`src/rtl/irst_pkg.sv`:
```
// ----------------------------------------------------------------------------
// irst_pkg
// Shared types and constants of the IR synced strobe timer.
// ----------------------------------------------------------------------------
package irst_pkg;

  // width of the strobe counter, pulse counter, period and mismatch counter
  localparam int COUNT_WIDTH = 16;

  // configuration port
  localparam int CFG_INDEX_W = 3;
  localparam int CFG_DATA_W  = 16;
  localparam int CEIL_W      = 16;

  // reset values of the registers and state
  localparam int DEBOUNCE_RESET = 10;
  localparam int FRAMES_RESET   = 6;
  localparam int OFFSET_RESET   = 2;
  localparam int ON_DUTY_RESET  = 4;
  localparam int CEILING_RESET  = 65534;
  localparam int PERIOD_RESET   = 3000;

  // iterative divider: quotient bits resolved per cycle
  localparam int DIV_RADIX_BITS = 2;
  localparam int DIV_STEPS      = (COUNT_WIDTH + DIV_RADIX_BITS - 1) / DIV_RADIX_BITS;
  localparam int DIV_DW         = DIV_STEPS * DIV_RADIX_BITS;
  localparam int DIV_CNT_W      = $clog2(DIV_STEPS + 1);

  // compare width for the counter ceiling test
  localparam int CMP_W = (COUNT_WIDTH > CEIL_W) ? COUNT_WIDTH : CEIL_W;

  typedef enum logic [CFG_INDEX_W-1:0] {
    CFG_DEBOUNCE_LIMIT  = 3'd0,
    CFG_FRAMES_PER_EVT  = 3'd1,
    CFG_PERIOD_OFFSET   = 3'd2,
    CFG_ON_DUTY_TICKS   = 3'd3,
    CFG_COUNTER_CEILING = 3'd4
  } cfg_index_t;

  typedef enum logic [1:0] {
    DIV_QUOT = 2'd0,
    DIV_ON   = 2'd1,
    DIV_PER  = 2'd2
  } div_op_t;

  typedef enum logic [2:0] {
    ST_IDLE,
    ST_START_Q,
    ST_WAIT_Q,
    ST_START_ON,
    ST_WAIT_ON,
    ST_START_PER,
    ST_WAIT_PER,
    ST_FINISH
  } state_t;

  // controller to datapath
  typedef struct packed {
    logic    tick;
    logic    div_start;
    div_op_t div_op;
    logic    div_capture;
    logic    finish;
  } cmd_t;

  // datapath to controller
  typedef struct packed {
    logic need_quot;
    logic on_div_nz;
    logic period_nz;
    logic div_done;
  } status_t;

endpackage

```
`src/rtl/irst_divider.sv`:
```
// ----------------------------------------------------------------------------
// irst_divider
// Iterative restoring divider, DIV_RADIX_BITS quotient bits per cycle.
// ----------------------------------------------------------------------------
module irst_divider
  import irst_pkg::*;
(
  input  logic                   clk,
  input  logic                   rst,
  input  logic                   start,
  input  logic [COUNT_WIDTH-1:0] dividend,
  input  logic [COUNT_WIDTH-1:0] divisor,
  output logic                   done,
  output logic [COUNT_WIDTH-1:0] quotient,
  output logic [COUNT_WIDTH-1:0] remainder
);

  logic                   busy;
  logic [DIV_CNT_W-1:0]   steps_left;
  logic [COUNT_WIDTH-1:0] rem;
  logic [DIV_DW-1:0]      quo;
  logic [COUNT_WIDTH-1:0] dsor;
  logic [COUNT_WIDTH-1:0] rem_next;
  logic [DIV_DW-1:0]      quo_next;

  // DIV_RADIX_BITS compare and subtract steps per cycle
  always_comb begin
    logic [COUNT_WIDTH:0]   trial;
    logic [COUNT_WIDTH-1:0] r;
    logic [DIV_DW-1:0]      q;
    r = rem;
    q = quo;
    trial = '0;
    for (int k = 0; k < DIV_RADIX_BITS; k++) begin
      trial = {r, q[DIV_DW-1]};
      q = {q[DIV_DW-2:0], 1'b0};
      if (trial >= {1'b0, dsor}) begin
        trial = trial - {1'b0, dsor};
        q[0] = 1'b1;
      end
      r = trial[COUNT_WIDTH-1:0];
    end
    rem_next = r;
    quo_next = q;
  end

  // step control
  always_ff @(posedge clk) begin
    if (rst) begin
      busy       <= 1'b0;
      done       <= 1'b0;
      steps_left <= '0;
    end else begin
      done <= 1'b0;
      if (start) begin
        busy       <= 1'b1;
        steps_left <= DIV_CNT_W'(DIV_STEPS);
      end else if (busy) begin
        steps_left <= steps_left - 1'b1;
        if (steps_left == DIV_CNT_W'(1)) begin
          busy <= 1'b0;
          done <= 1'b1;
        end
      end
    end
  end

  // operand and partial result registers
  always_ff @(posedge clk) begin
    if (start) begin
      rem  <= '0;
      quo  <= DIV_DW'(dividend);
      dsor <= divisor;
    end else if (busy) begin
      rem <= rem_next;
      quo <= quo_next;
    end
  end

  assign quotient  = quo[COUNT_WIDTH-1:0];
  assign remainder = rem;

endmodule

```
`src/rtl/irst_datapath.sv`:
```
// ----------------------------------------------------------------------------
// irst_datapath
// Configuration, counters, debounce, period and light state, result register.
// ----------------------------------------------------------------------------
module irst_datapath
  import irst_pkg::*;
(
  input  logic                   clk,
  input  logic                   rst,
  input  logic                   cfg_we,
  input  logic [CFG_INDEX_W-1:0] cfg_index,
  input  logic [CFG_DATA_W-1:0]  cfg_data,
  input  logic                   sensor_level,
  input  cmd_t                   cmd,
  output status_t                st,
  output logic                   light_on,
  output logic                   ir_active
);

  // configuration registers
  logic [7:0]        debounce_limit;
  logic [7:0]        frame_divisor;
  logic [7:0]        period_offset;
  logic [7:0]        on_duty_ticks;
  logic [CEIL_W-1:0] counter_ceiling;

  // timer state
  logic [COUNT_WIDTH-1:0] strobe_count;
  logic [COUNT_WIDTH-1:0] pulse_length;
  logic [COUNT_WIDTH-1:0] strobe_period;
  logic [COUNT_WIDTH-1:0] mismatch_count;
  logic                   ir_state;
  logic                   light_state;
  logic                   need_quot;
  logic                   on_hit;
  logic                   per_hit;
  div_op_t                div_op;

  logic [COUNT_WIDTH-1:0] mismatch_inc;
  logic                   flip;
  logic [COUNT_WIDTH-1:0] on_div;
  logic                   div_done;
  logic [COUNT_WIDTH-1:0] div_quot;
  logic [COUNT_WIDTH-1:0] div_rem;
  logic [COUNT_WIDTH-1:0] div_dividend;
  logic [COUNT_WIDTH-1:0] div_divisor;
  logic                   light_next;
  logic [COUNT_WIDTH-1:0] count_fin;

  // configuration writes
  always_ff @(posedge clk) begin
    if (rst) begin
      debounce_limit  <= 8'(DEBOUNCE_RESET);
      frame_divisor   <= 8'(FRAMES_RESET);
      period_offset   <= 8'(OFFSET_RESET);
      on_duty_ticks   <= 8'(ON_DUTY_RESET);
      counter_ceiling <= CEIL_W'(CEILING_RESET);
    end else if (cfg_we) begin
      case (cfg_index)
        CFG_DEBOUNCE_LIMIT:  debounce_limit  <= cfg_data[7:0];
        CFG_FRAMES_PER_EVT:  frame_divisor   <= cfg_data[7:0];
        CFG_PERIOD_OFFSET:   period_offset   <= cfg_data[7:0];
        CFG_ON_DUTY_TICKS:   on_duty_ticks   <= cfg_data[7:0];
        CFG_COUNTER_CEILING: counter_ceiling <= cfg_data[CEIL_W-1:0];
        default: ;
      endcase
    end
  end

  // debounce decision for this tick
  assign mismatch_inc = mismatch_count + 1'b1;
  assign flip = (ir_state != sensor_level) &&
                (mismatch_inc > COUNT_WIDTH'(debounce_limit));

  // divisor of the turn-on test
  assign on_div = strobe_period - COUNT_WIDTH'(on_duty_ticks);

  // operand selection for the shared divider
  always_comb begin
    case (cmd.div_op)
      DIV_QUOT: begin
        div_dividend = pulse_length;
        div_divisor  = COUNT_WIDTH'(frame_divisor);
      end
      DIV_ON: begin
        div_dividend = strobe_count;
        div_divisor  = on_div;
      end
      DIV_PER: begin
        div_dividend = strobe_count;
        div_divisor  = strobe_period;
      end
      default: begin
        div_dividend = strobe_count;
        div_divisor  = strobe_period;
      end
    endcase
  end

  irst_divider u_divider (
    .clk       (clk),
    .rst       (rst),
    .start     (cmd.div_start),
    .dividend  (div_dividend),
    .divisor   (div_divisor),
    .done      (div_done),
    .quotient  (div_quot),
    .remainder (div_rem)
  );

  // end-of-tick light and counter values
  always_comb begin
    light_next = light_state;
    count_fin  = strobe_count;
    if (on_hit) begin
      light_next = 1'b1;
    end
    if (per_hit) begin
      light_next = 1'b0;
      count_fin  = '0;
    end
    if (CMP_W'(count_fin) >= CMP_W'(counter_ceiling)) begin
      count_fin = '0;
    end
  end

  // timer state updates
  always_ff @(posedge clk) begin
    if (rst) begin
      strobe_count   <= '0;
      pulse_length   <= '0;
      strobe_period  <= COUNT_WIDTH'(PERIOD_RESET);
      mismatch_count <= '0;
      ir_state       <= 1'b0;
      light_state    <= 1'b0;
      need_quot      <= 1'b0;
      on_hit         <= 1'b0;
      per_hit        <= 1'b0;
      div_op         <= DIV_QUOT;
      light_on       <= 1'b0;
      ir_active      <= 1'b0;
    end else begin
      if (cmd.tick) begin
        strobe_count <= strobe_count + 1'b1;
        pulse_length <= pulse_length + 1'b1;
        on_hit       <= 1'b0;
        per_hit      <= 1'b0;
        need_quot    <= 1'b0;
        if (flip) begin
          mismatch_count <= '0;
          ir_state       <= sensor_level;
          if (!sensor_level) begin
            // zero divisor saturates the quotient to all ones
            if (frame_divisor == 8'd0) begin
              strobe_period <= {COUNT_WIDTH{1'b1}} + COUNT_WIDTH'(period_offset);
              pulse_length  <= '0;
            end else begin
              need_quot <= 1'b1;
            end
          end
        end else if (ir_state != sensor_level) begin
          mismatch_count <= mismatch_inc;
        end
      end
      if (cmd.div_start) begin
        div_op <= cmd.div_op;
      end
      // take the divider result
      if (cmd.div_capture) begin
        case (div_op)
          DIV_QUOT: begin
            strobe_period <= div_quot + COUNT_WIDTH'(period_offset);
            pulse_length  <= '0;
          end
          DIV_ON:  on_hit  <= (div_rem == '0);
          DIV_PER: per_hit <= (div_rem == '0);
          default: ;
        endcase
      end
      // close the tick and load the result register
      if (cmd.finish) begin
        light_state  <= light_next;
        strobe_count <= count_fin;
        light_on     <= light_next;
        ir_active    <= ir_state;
      end
    end
  end

  assign st.need_quot = need_quot;
  assign st.on_div_nz = (on_div != '0);
  assign st.period_nz = (strobe_period != '0);
  assign st.div_done  = div_done;

endmodule

```
`src/rtl/irst_ctrl.sv`:
```
// ----------------------------------------------------------------------------
// irst_ctrl
// Sequencer of one tick: debounce, up to three divisions, result transfer.
// ----------------------------------------------------------------------------
module irst_ctrl
  import irst_pkg::*;
(
  input  logic    clk,
  input  logic    rst,
  input  logic    in_valid,
  output logic    in_stall,
  output logic    out_valid,
  input  logic    out_stall,
  input  status_t st,
  output cmd_t    cmd
);

  state_t state;
  state_t state_next;
  logic   out_free;

  // result register can take a new value
  assign out_free = !out_valid || !out_stall;

  // state register
  always_ff @(posedge clk) begin
    if (rst) begin
      state <= ST_IDLE;
    end else begin
      state <= state_next;
    end
  end

  // output valid flag
  always_ff @(posedge clk) begin
    if (rst) begin
      out_valid <= 1'b0;
    end else if (cmd.finish) begin
      out_valid <= 1'b1;
    end else if (out_valid && !out_stall) begin
      out_valid <= 1'b0;
    end
  end

  // next state and commands
  always_comb begin
    state_next      = state;
    cmd.tick        = 1'b0;
    cmd.div_start   = 1'b0;
    cmd.div_op      = DIV_QUOT;
    cmd.div_capture = 1'b0;
    cmd.finish      = 1'b0;
    in_stall        = 1'b1;
    case (state)
      ST_IDLE: begin
        in_stall = 1'b0;
        if (in_valid) begin
          cmd.tick   = 1'b1;
          state_next = ST_START_Q;
        end
      end
      ST_START_Q: begin
        if (st.need_quot) begin
          cmd.div_start = 1'b1;
          cmd.div_op    = DIV_QUOT;
          state_next    = ST_WAIT_Q;
        end else begin
          state_next = ST_START_ON;
        end
      end
      ST_WAIT_Q: begin
        cmd.div_op = DIV_QUOT;
        if (st.div_done) begin
          cmd.div_capture = 1'b1;
          state_next      = ST_START_ON;
        end
      end
      ST_START_ON: begin
        cmd.div_op = DIV_ON;
        if (st.on_div_nz) begin
          cmd.div_start = 1'b1;
          state_next    = ST_WAIT_ON;
        end else begin
          state_next = ST_START_PER;
        end
      end
      ST_WAIT_ON: begin
        cmd.div_op = DIV_ON;
        if (st.div_done) begin
          cmd.div_capture = 1'b1;
          state_next      = ST_START_PER;
        end
      end
      ST_START_PER: begin
        cmd.div_op = DIV_PER;
        if (st.period_nz) begin
          cmd.div_start = 1'b1;
          state_next    = ST_WAIT_PER;
        end else begin
          state_next = ST_FINISH;
        end
      end
      ST_WAIT_PER: begin
        cmd.div_op = DIV_PER;
        if (st.div_done) begin
          cmd.div_capture = 1'b1;
          state_next      = ST_FINISH;
        end
      end
      ST_FINISH: begin
        if (out_free) begin
          cmd.finish = 1'b1;
          state_next = ST_IDLE;
        end
      end
      default: begin
        state_next = ST_IDLE;
      end
    endcase
  end

endmodule

```
`src/rtl/ir_synced_strobe_timer.sv`:
```
// ----------------------------------------------------------------------------
// ir_synced_strobe_timer
// Strobe light timer kept in step with a debounced IR sync signal.
// ----------------------------------------------------------------------------
// Each input transfer is one tick with the raw IR level; each tick yields one
// result transfer with the light level and the debounced IR state. The
// turn-on and turn-off tests each run a modulo, unless its divisor is zero,
// on one shared iterative divider that resolves 2 bits a cycle, and a
// debounced falling edge adds a third division for the new period unless
// the frames-per-event divisor is zero. The result sits in an output
// register, so the next tick is taken while it waits; the tick after that
// waits for its transfer. Configuration is written through the cfg channel,
// which is always ready.
// ----------------------------------------------------------------------------
module ir_synced_strobe_timer
  import irst_pkg::*;
(
  input  logic                   clk,
  input  logic                   rst,
  input  logic                   in_valid,
  output logic                   in_stall,
  input  logic                   sensor_level,
  output logic                   out_valid,
  input  logic                   out_stall,
  output logic                   light_on,
  output logic                   ir_active,
  input  logic                   cfg_valid,
  output logic                   cfg_ready,
  input  logic [CFG_INDEX_W-1:0] cfg_index,
  input  logic [CFG_DATA_W-1:0]  cfg_data
);

  cmd_t    cmd;
  status_t st;

  // configuration writes are always accepted
  assign cfg_ready = 1'b1;

  irst_ctrl u_ctrl (
    .clk       (clk),
    .rst       (rst),
    .in_valid  (in_valid),
    .in_stall  (in_stall),
    .out_valid (out_valid),
    .out_stall (out_stall),
    .st        (st),
    .cmd       (cmd)
  );

  irst_datapath u_datapath (
    .clk          (clk),
    .rst          (rst),
    .cfg_we       (cfg_valid && cfg_ready),
    .cfg_index    (cfg_index),
    .cfg_data     (cfg_data),
    .sensor_level (sensor_level),
    .cmd          (cmd),
    .st           (st),
    .light_on     (light_on),
    .ir_active    (ir_active)
  );

  // an accepted tick blocks the input until it completes
  a_tick_blocks_input: assert property (@(posedge clk) disable iff (rst)
    (in_valid && !in_stall) |=> in_stall)
    else $error("input taken while a tick was in progress");

  // a pending result is never overwritten
  a_no_result_overwrite: assert property (@(posedge clk) disable iff (rst)
    cmd.finish |-> (!out_valid || !out_stall))
    else $error("result register overwritten before transfer");

  // the modulo divisors are never zero
  a_nonzero_divisor: assert property (@(posedge clk) disable iff (rst)
    (cmd.div_start && cmd.div_op == DIV_ON) |-> st.on_div_nz)
    else $error("turn-on modulo started with zero divisor");

  a_nonzero_period: assert property (@(posedge clk) disable iff (rst)
    (cmd.div_start && cmd.div_op == DIV_PER) |-> st.period_nz)
    else $error("period modulo started with zero divisor");

endmodule
```
`config.mk`:
```
export PLATFORM = sky130hd
export DESIGN_NAME = ir_synced_strobe_timer
export DESIGN_NICKNAME = d
export VERILOG_FILES = /design/src/rtl/irst_pkg.sv /design/src/rtl/irst_divider.sv /design/src/rtl/irst_datapath.sv /design/src/rtl/irst_ctrl.sv /design/src/rtl/ir_synced_strobe_timer.sv
export SDC_FILE = /design/constraint.sdc
export NUM_CORES = 1
export LEC_CHECK = 0
export BUFFER_PORTS_ARGS = -buffer_cell sky130_fd_sc_hd__buf_2
export CAP_MARGIN = 40
export CORE_MARGIN = 4
export CORE_UTILIZATION = 40
export CTS_CLUSTER_SIZE = 8
export DETAILED_ROUTE_END_ITERATION = 10
export PLACE_DENSITY = 0.53
export RECOVER_POWER = 25
export SLEW_MARGIN = 20
export SYNTH_ARGS = -nofsm -noshare
export SYNTH_HDL_FRONTEND = slang
export SYNTH_HIERARCHICAL = 1
export SYNTH_SLANG_ARGS = --single-unit
```
`constraint.sdc`:
```
create_clock -name clk -period 5.8 [get_ports clk]
set_input_delay 0.29 -clock clk [delete_from_list [all_inputs] [get_ports clk]]
set_output_delay 0.29 -clock clk [all_outputs]
set_load 0.05 [all_outputs]
```
==> impl_results.md, run 1 <==
* Max Buffers Root-to-Sink at 2
* CTS tree: built
* Reg2Reg Depth at 18
* Syn_nets at 1,538
* Iter 0 DRT Violations at 717
* Initial Utilization at between 40 and 50%
* Buf/Inv on CP at 2
* First-pass GRT wire length at 50.91 mm
* Worst EP arrival at ~5600 ps
* Skew-Pair Late Insertion Delay at 440 ps
* IO Port Bufs at 28
* Overall Global Routing Usage at 19.05%
* DP HPWL at 23.61 mm
* H-tree depth at 4
* Kind of critical path: register to register
* Synthesis warning total at 6
* Main combinational cell family by area after synthesis: simple AND/OR/NAND/NOR gates
* Crit start category: register
* Stages on worst setup path at 18
* Crit path max-delay cell type: a211oi_4
* Boundary Pins at 30
* Pwr Density at about 360 nW/µm²
* R2R Path End: u_datapath/u_divider/remainder[4]
* Synthesized area at about 12,000 µm²
* Vias per inst at 5.484
* Worst min path class: input port to register
* Layout cells sized above 1 at 10.07%
* Crit-path leading delay family: compound AO/OA/AOI/OAI gates
* Synth cell types at 81
* Setup_tns at 0 ps
* Endpoint class of the critical path: register
* Synth area leader: dfxtp_1
* Root buffer cell: clkbuf_16
* Post-CTS Setup Repair Bufs at 0
* Max-slew headroom at 50.11%
* Routability cong. at around 0.9
* CORE AREA at around 29,000 µm²
* Synth Flop Type: dfxtp_1
* Worst-path fanout max at 11
* # hold bufs at CTS at 0
* Setup crit end: u_datapath/u_divider/remainder[4]
* Num CTS Buffers at 17
* Rows at 62
* Die Wd at 180.4 µm
* CTS Sinks at 178
* Setup Skew at 15.38 ps
* Initial antenna violation count at 0
* Final setup fails at 0
* Clock-pin slew on the worst setup and hold paths at about 70 ps
* Final Hold Fails at 0
* Status: complete, no violations
* Synth async-reset ratio at 0%
* Required @ worst endpoint at 6140 ps
* Worst hold slack at 56.64 ps
* Crit-path cells: inv_1 > ha_1 > a21oi_1 > nand2_1 > o21ai_2 > o311a_1 > nand2_1 > mux2_2 > ha_1 > nand3_1 > o21bai_1 > a21oi_1 > o311a_1 > o211a_1 > a211oi_4 > buf_4 > nand2_2 > a311oi_2
* Post-Synth XOR/XNOR Area at 6.336%
* Area delta synth->final at 8.357%
* Period utilisation layout at 91.14%
* Share of the synthesized area in the top cell type at 24.58%
* ANT cells at 0
* Maxcap violations at 0
* R2R Path Start: u_datapath/u_divider/dsor[6]
* Post-cts resize count at 0
* # DRC at 0
* Final net count at 1,534
* Final min period at 5286 ps
* Post-synth EDFFs at 32
* Drt pass-1 iters at 5
* Post-synthesis sequential area ratio at between 30 and 40%
* Slowest stage delay, CP at about 560 ps
* Leak at 5.129 nW
* Total wire length at 31.49 mm
* Die Y at 180.4 µm
* Area fraction in compound gates after synthesis at 18.03%
* Global route total overflow at 0
* Synth Area in Adders at 8.882%
* RSZ-0062 raised after global routing: false
* ANT nets after route at 0
* Final Max Slew Viols at 0
* Area contributors post-synth: dfxtp_1 25%, ha_1 8.2%, edfxtp_1 8.1%, nand2_1 6.2%, a21oi_1 3.8%
* Post-synthesis cell count at approximately 1.4k
* Slew of the pin with the lowest slew margin at 748.3 ps
* Vias in the first global route at 9,597
* Mux contribution to synthesized area at about 5.7%
* DIE AREA at 32,540 µm²
* R2R Setup Slk at 510 ps
* WL per Instance at 17.26 µm
* Synth Area in Simple Gates at 23.26%
* Max Fclk at 189.2 MHz
* Avg Synthesized Cell Area at around 8.3 µm²
* Vias at 10.00k
* CP Launch Point: u_datapath/u_divider/dsor[6]
* Yosys reg bits at 178
* Peak supply drop at ~0.18 mV
* Pin count of the biggest net entering global routing at 68
[logic make-up after synthesis]
group / count (synthesis)
adders and majority gates: 82
AOI/OAI and AO/OA: 315
xor gates and xnor gates: 86
muxes: 63
buffers and inverters: 141
DFF: 178
and+or+nand+nor: 565
other: 1
[registers in the layout (all words and copies together), names as in the netlist, 16 cells and up]
| name | flops |
|---|---|
| u_datapath/mismatch_count | 16 |
| u_datapath/strobe_period | 16 |
| u_datapath/u_divider/dsor | 16 |
| u_datapath/counter_ceiling | 16 |
| u_datapath/strobe_count | 16 |
| u_datapath/pulse_length | 16 |
| u_datapath/u_divider/remainder | 16 |
| u_datapath/u_divider/quotient | 16 |
[worst reg2reg max path, delay by kind of cell (launching register included)]
family | cells | cell delay, ps
compound gates | 9 | 2640
simple gates | 4 | 730
fa+ha+maj | 2 | 680
mux | 1 | 410
buf+inv | 2 | 380
flops | 1 | 360
[final cells by class]
| cell class | count | area [µm²] |
|---|---|---|
| clock buffers | 20 | 457.9 |
| repair buffers | 42 | 265.3 |
| inverters | 76 | 285.3 |
| clock inverters | 12 | 103.9 |
| well taps | 384 | 480.5 |
| multi-input cells | 1112 | 7406 |
| flip-flops and latches | 178 | 3884 |
| fillers | 2948 | 16130 |
[per-layer routing]
metal,vias to the layer above,global-route usage (%),share of wire [%]
met5,-,0,0
met3,32,2.745,2.6
met2,177,31.12,46
met4,0,4.991,1.7
met1,4725,26.56,50
li1,5069,-,-
[cells in the mapped netlist (all sizes together) (6+ instances only)]
cell      n
a21o     19
inv      76
nand3    45
and3     18
nand2   200
or2       9
edfxtp   32
and2     17
nand3b   26
xor2     38
dfxtp   146
nor3     31
a211oi   16
o31ai     6
clkbuf   43
nor2    115
mux2i    24
nor4     14
buf      22
a311oi   10
o21ai    61
nor2b    21
o21a     17
nand4    20
xnor2    48
nand2b   23
mux2     39
o211ai   24
or3       8
a31oi    15
a21oi    93
ha       78
[report_power, final]
part	internal (mW)	leakage, nW	switching, mW	total, mW
logic	0.818	3.37	1.23	2.04
clock network	0.619	0.280	0.515	1.13
registers	1.36	1.48	0.106	1.46
total	2.79	5.13	1.85	4.64
[metrics by stage]
step,area [µm²],utilization [%],total power [mW],setup slack [ps],instances
floorplan,11890,-,3.046,1438,1431
global placement,12290,42.35,3.492,658.4,1790
detailed placement,12320,42.45,3.504,603.4,1791
CTS,12880,44.39,4.660,581.5,1823
global route,12880,44.40,4.940,236.0,1824
finish,12880,44.40,4.640,513.7,1824
[worst min-delay path by stage]
stage | startpoint | end | slack, ps | cells after the start
6_report | cfg_data[9] | u_datapath/counter_ceiling[9] | 60 | 3
5_1_grt | cfg_data[9] | u_datapath/counter_ceiling[9] | 60 | 3
4_1_cts | cfg_data[9] | u_datapath/counter_ceiling[9] | 40 | 3
3_5_place_dp | u_datapath/debounce_limit[2] | u_datapath/debounce_limit[2] | 450 | 2
3_3_place_gp | u_datapath/debounce_limit[4] | u_datapath/debounce_limit[4] | 450 | 2
2_1_floorplan | rst | u_ctrl/state[0] | 350 | 1
[cell usage in the layout (no fill, tap or decap), types with 15 or more instances in the layout]
master and instances:
and3_1 17, xor2_1 38, ha_1 78, dfxtp_1 146
nor2_1 114, a21oi_1 91, nand3_1 45, a21o_1 19
inv_1 76, nand4_1 19, nand2b_1 23, o21ai_0 55
nor2b_1 21, mux2i_1 23, nand2_1 195, nand3b_1 26
buf_2 22, clkbuf_16 18, o21a_1 17, o211ai_1 24
xnor2_1 48, nor3_1 30, mux2_2 39, edfxtp_1 32
a31oi_1 15
Note: power is estimated with default switching activity, not from simulation.
==> run 2: changes to the inputs <==
CORE_MARGIN = 2   (was 4)
==> impl_results.md, run 2 (synthesis results as in run 1) <==
* First-pass GRT wire length at just over 50 mm
* Buf/Inv on CP at 2
* Setup_tns at 0 ps
* WL per Instance at ~17 µm
* Endpoint class of the critical path: register
* Pwr Total at 4.706 mW
* Final Hold Fails at 0
* Total wire length at 31.11 mm
* Commonest non-fill, non-tap cell in the layout: nand2_1
* Clock-pin slew on the worst setup and hold paths at 70 ps
* # hold bufs at CTS at 0
* Post-cts resize count at 0
* Post-CTS Setup Repair Bufs at 0
* Period utilisation layout at between 90% and 100%
* RSZ-0062 raised after global routing: false
* Setup Skew at roughly 15 ps
* Boundary Pins at 30
* # DRC at 0
* Failing checks: capacitance limit, slew limit
* IO Port Bufs at 28
* Die Y at ~180 µm
* DP HPWL at 23.32 mm
* Required @ worst endpoint at 6150 ps
* Area delta synth->final at 8.525%
* Max Buffers Root-to-Sink at 2
* DIE AREA at approximately 31,000 µm²
* Global route total overflow at 0
* CORE AREA at around 30,000 µm²
* Overall Global Routing Usage at ~21%
* Die Wd at 176.4 µm
* Final Cell Area at 12,900 µm²
* Vias per inst at 5.462
* Pin count of the biggest net entering global routing at 76
* Leak at about 5.1 nW
* Crit start category: register
* Maxcap violations at 2
* Peak supply drop at 0.1900 mV
* Status: finished, violations left
* CTS tree: built
* Root buffer cell: clkbuf_16
* Kind of critical path: register to register
* Post-Layout Cell Count at 1,828
* Drt pass-1 iters at 5
* Crit-path leading delay family: compound AO/OA/AOI/OAI gates
* Slew of the pin with the lowest slew margin at 3270 ps
* Pwr Density at about 360 nW/µm²
* Vias in the first global route at around 9.6k
* Pre-CTS setup slack at 602.2 ps
* Skew-Pair Late Insertion Delay at ~440 ps
* Vias at around 10k
* Utilization after layout at between 40% and 50%
* Final Max Slew Viols at 76
* Worst hold slack at 59.33 ps
* ANT cells at 0
* Worst-path fanout max at 11
* Layout cells sized above 1 at 10.01%
* Final setup fails at 0
* CTS Sinks at 178
* Routability cong. at roughly 0.85
* Slowest stage delay, CP at 560 ps
* Final min period at approximately 5300 ps
* Initial antenna violation count at 0
* Post-DP Area at between 10,000 and 15,000 µm²
* Num CTS Buffers at 17
* Worst EP arrival at ~5600 ps
* Most frequent cells in the layout: 195 x nand2_1, 146 x dfxtp_1, 114 x nor2_1, 91 x a21oi_1, 78 x ha_1
* Max-slew headroom at -118.0%
* Iter 0 DRT Violations at around 600
* Final net count at approximately 1.5k
* H-tree depth at 4
* Crit path max-delay cell type: a211oi_4
* Worst min path class: input port to register
* ANT nets after route at 0
* Crit-path cells: inv_1 > ha_1 > o21ai_1 > a21oi_2 > o21ai_2 > o311a_1 > nand2_1 > mux2_2 > ha_1 > nand3_1 > o21bai_1 > a21oi_1 > o311a_1 > o211a_1 > a211oi_4 > buf_4 > nand2_1 > a311oi_2
* Final WS setup at between 500 and 600 ps
* Placed insts at 1,796
* Rows at 63
* Max Fclk at 189.3 MHz
* Initial Utilization at 40.33%
## run 2: cell types whose count changed in the layout (fill, tap and decap cells not counted), sizes merged
| cell | previous run | this run |
|---|---|---|
| buf | 37 | 35 |
| inv | 80 | 82 |
| clkinv | 6 | 3 |
| bufinv | 1 | 2 |
## run 2: per-layer routing
metal | up-vias | routed length, µm | track usage [%]
met5 | - | 0 | 0
li1 | 5076 | - | -
met1 | 4714 | 15200 | 27.69
met2 | 172 | 14610 | 34.59
met4 | 0 | 414 | 5.234
met3 | 22 | 890 | 2.864
## run 2: worst register-to-register path, stage by stage, from the launching register on
cell,delay (ps)
edfxtp_1,360
inv_1,120
ha_1,320
o21ai_1,180
a21oi_2,60
o21ai_2,250
o311a_1,400
nand2_1,390
mux2_2,410
ha_1,390
nand3_1,190
o21bai_1,180
a21oi_1,150
o311a_1,390
o211a_1,280
a211oi_4,560
buf_4,270
nand2_1,80
a311oi_2,220
## run 2: where the power goes
group	total, mW	internal, mW	switching [mW]	leakage, nW
combinational	2.01	0.816	1.20	3.35
clock	1.23	0.695	0.534	0.304
sequential	1.46	1.36	0.104	1.48
## run 2: cell type report
cell class                 instances  area, µm²
tap                              390      488.0
clock buffer                      20      479.2
fill                            2998      16580
sequential                       178       3884
multi-input combinational       1112       7406
inverter                          76      285.3
timing repair buffer              40      221.5
clock inverter                    12      138.9
## run 2: final timing paths
check                                from                           endpoint  slack [ps]  cells after the start
max reg2reg  u_datapath/u_divider/dsor[2]  u_datapath/u_divider/remainder[6]         520                     18
min reg2reg  u_datapath/debounce_limit[5]       u_datapath/debounce_limit[5]         460                      2
min                          cfg_data[12]     u_datapath/counter_ceiling[12]          60                      3
max          u_datapath/u_divider/dsor[2]  u_datapath/u_divider/remainder[6]         520                     18
==> run 3: changes to the inputs <==
==> constraint.sdc (replaced) <==
create_clock -name clk -period 5.8 [get_ports clk]
set_input_delay 0.58 -clock clk [delete_from_list [all_inputs] [get_ports clk]]
set_output_delay 0.58 -clock clk [all_outputs]
set_load 0.05 [all_outputs]
==> impl_results.md, run 3 (synthesis results as in run 1) <==
* IO Port Bufs at 28
* Setup_tns at 0 ps
* Required @ worst endpoint at 6150 ps
* Area delta synth->final at 7.967%
* Maxcap violations at 2
* Pin count of the biggest net entering global routing at 74
* Iter 0 DRT Violations at 643
* Max-slew headroom at -117.9%
* Kind of critical path: register to register
* Vias at around 10k
* Die Y at 176.4 µm
* Num CTS Buffers at 17
* # DRC at 0
* Slowest stage delay, CP at 560 ps
* Peak supply drop at 0.1870 mV
* Post-CTS Setup Repair Bufs at 0
* Post-DP Area at around 12,000 µm²
* Root buffer cell: clkbuf_16
* Total wire length at 31.00 mm
* Skew-Pair Late Insertion Delay at roughly 440 ps
* Final Cell Area at 12,840 µm²
* Most frequent cells in the layout: 195 x nand2_1, 146 x dfxtp_1, 114 x nor2_1, 91 x a21oi_1, 78 x ha_1
* Pre-CTS setup slack at 522.6 ps
* ANT cells at 0
* RSZ-0062 raised after global routing: false
* Slew of the pin with the lowest slew margin at 3269 ps
* Boundary Pins at 30
* DIE AREA at 31,120 µm²
* Worst min path class: input port to register
* Rows at 63
* Clock-pin slew on the worst setup and hold paths at roughly 70 ps
* Final min period at 5297 ps
* Commonest non-fill, non-tap cell in the layout: nand2_1
* Final net count at 1,533
* Post-cts resize count at 0
* Overall Global Routing Usage at 20.52%
* Leak at 5.101 nW
* Utilization after layout at 43.54%
* Vias in the first global route at 9,452
* Final setup fails at 0
* Pwr Total at ~4.6 mW
* Most frequent CP cell: nand2_1
* Max Buffers Root-to-Sink at 2
* Worst EP arrival at 5650 ps
* CTS tree: built
* WL per Instance at 16.95 µm
* Final WS setup at 503.4 ps
* Layout cells sized above 1 at a little under 10%
* Routability cong. at 0.8491
* CORE AREA at slightly below 30,000 µm²
* # hold bufs at CTS at 0
* Drt pass-1 iters at 5
* Crit-path cells: inv_1 > ha_1 > a21oi_1 > nand2_1 > o21ai_2 > o311a_1 > nand2_1 > mux2_2 > ha_1 > nand3_1 > o21bai_1 > a21oi_1 > o311a_1 > o211a_1 > a211oi_4 > buf_4 > nand2_1 > a311oi_2
* Status: finished, violations left
* Vias per inst at 5.443
* R2R Setup Slk at 500 ps
* Post-Layout Cell Count at 1,829
* Setup Skew at roughly 13 ps
* Worst hold slack at around 350 ps
* Placed insts at 1,796
* Final Max Slew Viols at 106
* Period utilisation layout at 91.32%
* ANT nets after route at 0
* Pwr Density at 357.1 nW/µm²
* Global route total overflow at 0
* Endpoint class of the critical path: register
* First-pass GRT wire length at 50.92 mm
* CTS Sinks at 178
* H-tree depth at 4
* Initial antenna violation count at 0
* Max Fclk at 188.8 MHz
* Die Wd at 176.4 µm
* Failing checks: capacitance limit, slew limit
* Initial Utilization at 40.33%
* Final Hold Fails at 0
* Worst-path fanout max at 11
* Crit path max-delay cell type: a211oi_4
* Crit start category: register
* DP HPWL at 23.24 mm
[run 3: cell types whose count changed in the layout (fill, tap and decap cells not counted), sizes merged]
cell / change
buf: +2
bufinv: -1
clkbuf: +1
clkinv: +4
inv: -5
[run 3: area by class of cell]
type,instances,area (µm²)
flip-flops and latches,178,3884
inverters,76,285.3
clock buffers,22,454.2
multi-input cells,1112,7406
repair buffers,41,234.0
well taps,390,488.0
fillers,3029,16640
clock inverters,10,85.08
[run 3: metal layers]
metal,vias to the layer above,GRT usage [%],part of all wire [%]
met3,38,2.713,2.8
met5,-,0,0
met2,161,33.92,47
met4,0,6.302,1.8
met1,4687,27.85,49
li1,5069,-,-
[run 3: final timing paths]
| path | startpoint | endpoint | cells after the start |
|---|---|---|---|
| worst min-delay path | cfg_data[14] | u_datapath/counter_ceiling[14] | 3 |
| worst max register to register | u_datapath/u_divider/dsor[6] | u_datapath/u_divider/remainder[6] | 18 |
| worst max-delay path | u_datapath/u_divider/dsor[6] | u_datapath/u_divider/remainder[6] | 18 |
| worst min register to register | u_datapath/debounce_limit[4] | u_datapath/debounce_limit[4] | 2 |
[run 3: power by group]
part           leakage (nW)  switching [mW]  internal [mW]
Sequential             1.48           0.105           1.36
Clock                 0.261           0.501          0.600
Combinational          3.36            1.20          0.817
Total                  5.10            1.81           2.77
[run 3: worst max-delay path: cells and delay by family, from the launching register on]
family / cells / cell delay, ps
AO/OA/AOI/OAI: 9 / 2610
adder cells (fa/ha/maj): 2 / 690
buffers and inverters: 2 / 400
flip-flops: 1 / 360
multiplexers: 1 / 420
AND/OR/NAND/NOR: 4 / 710
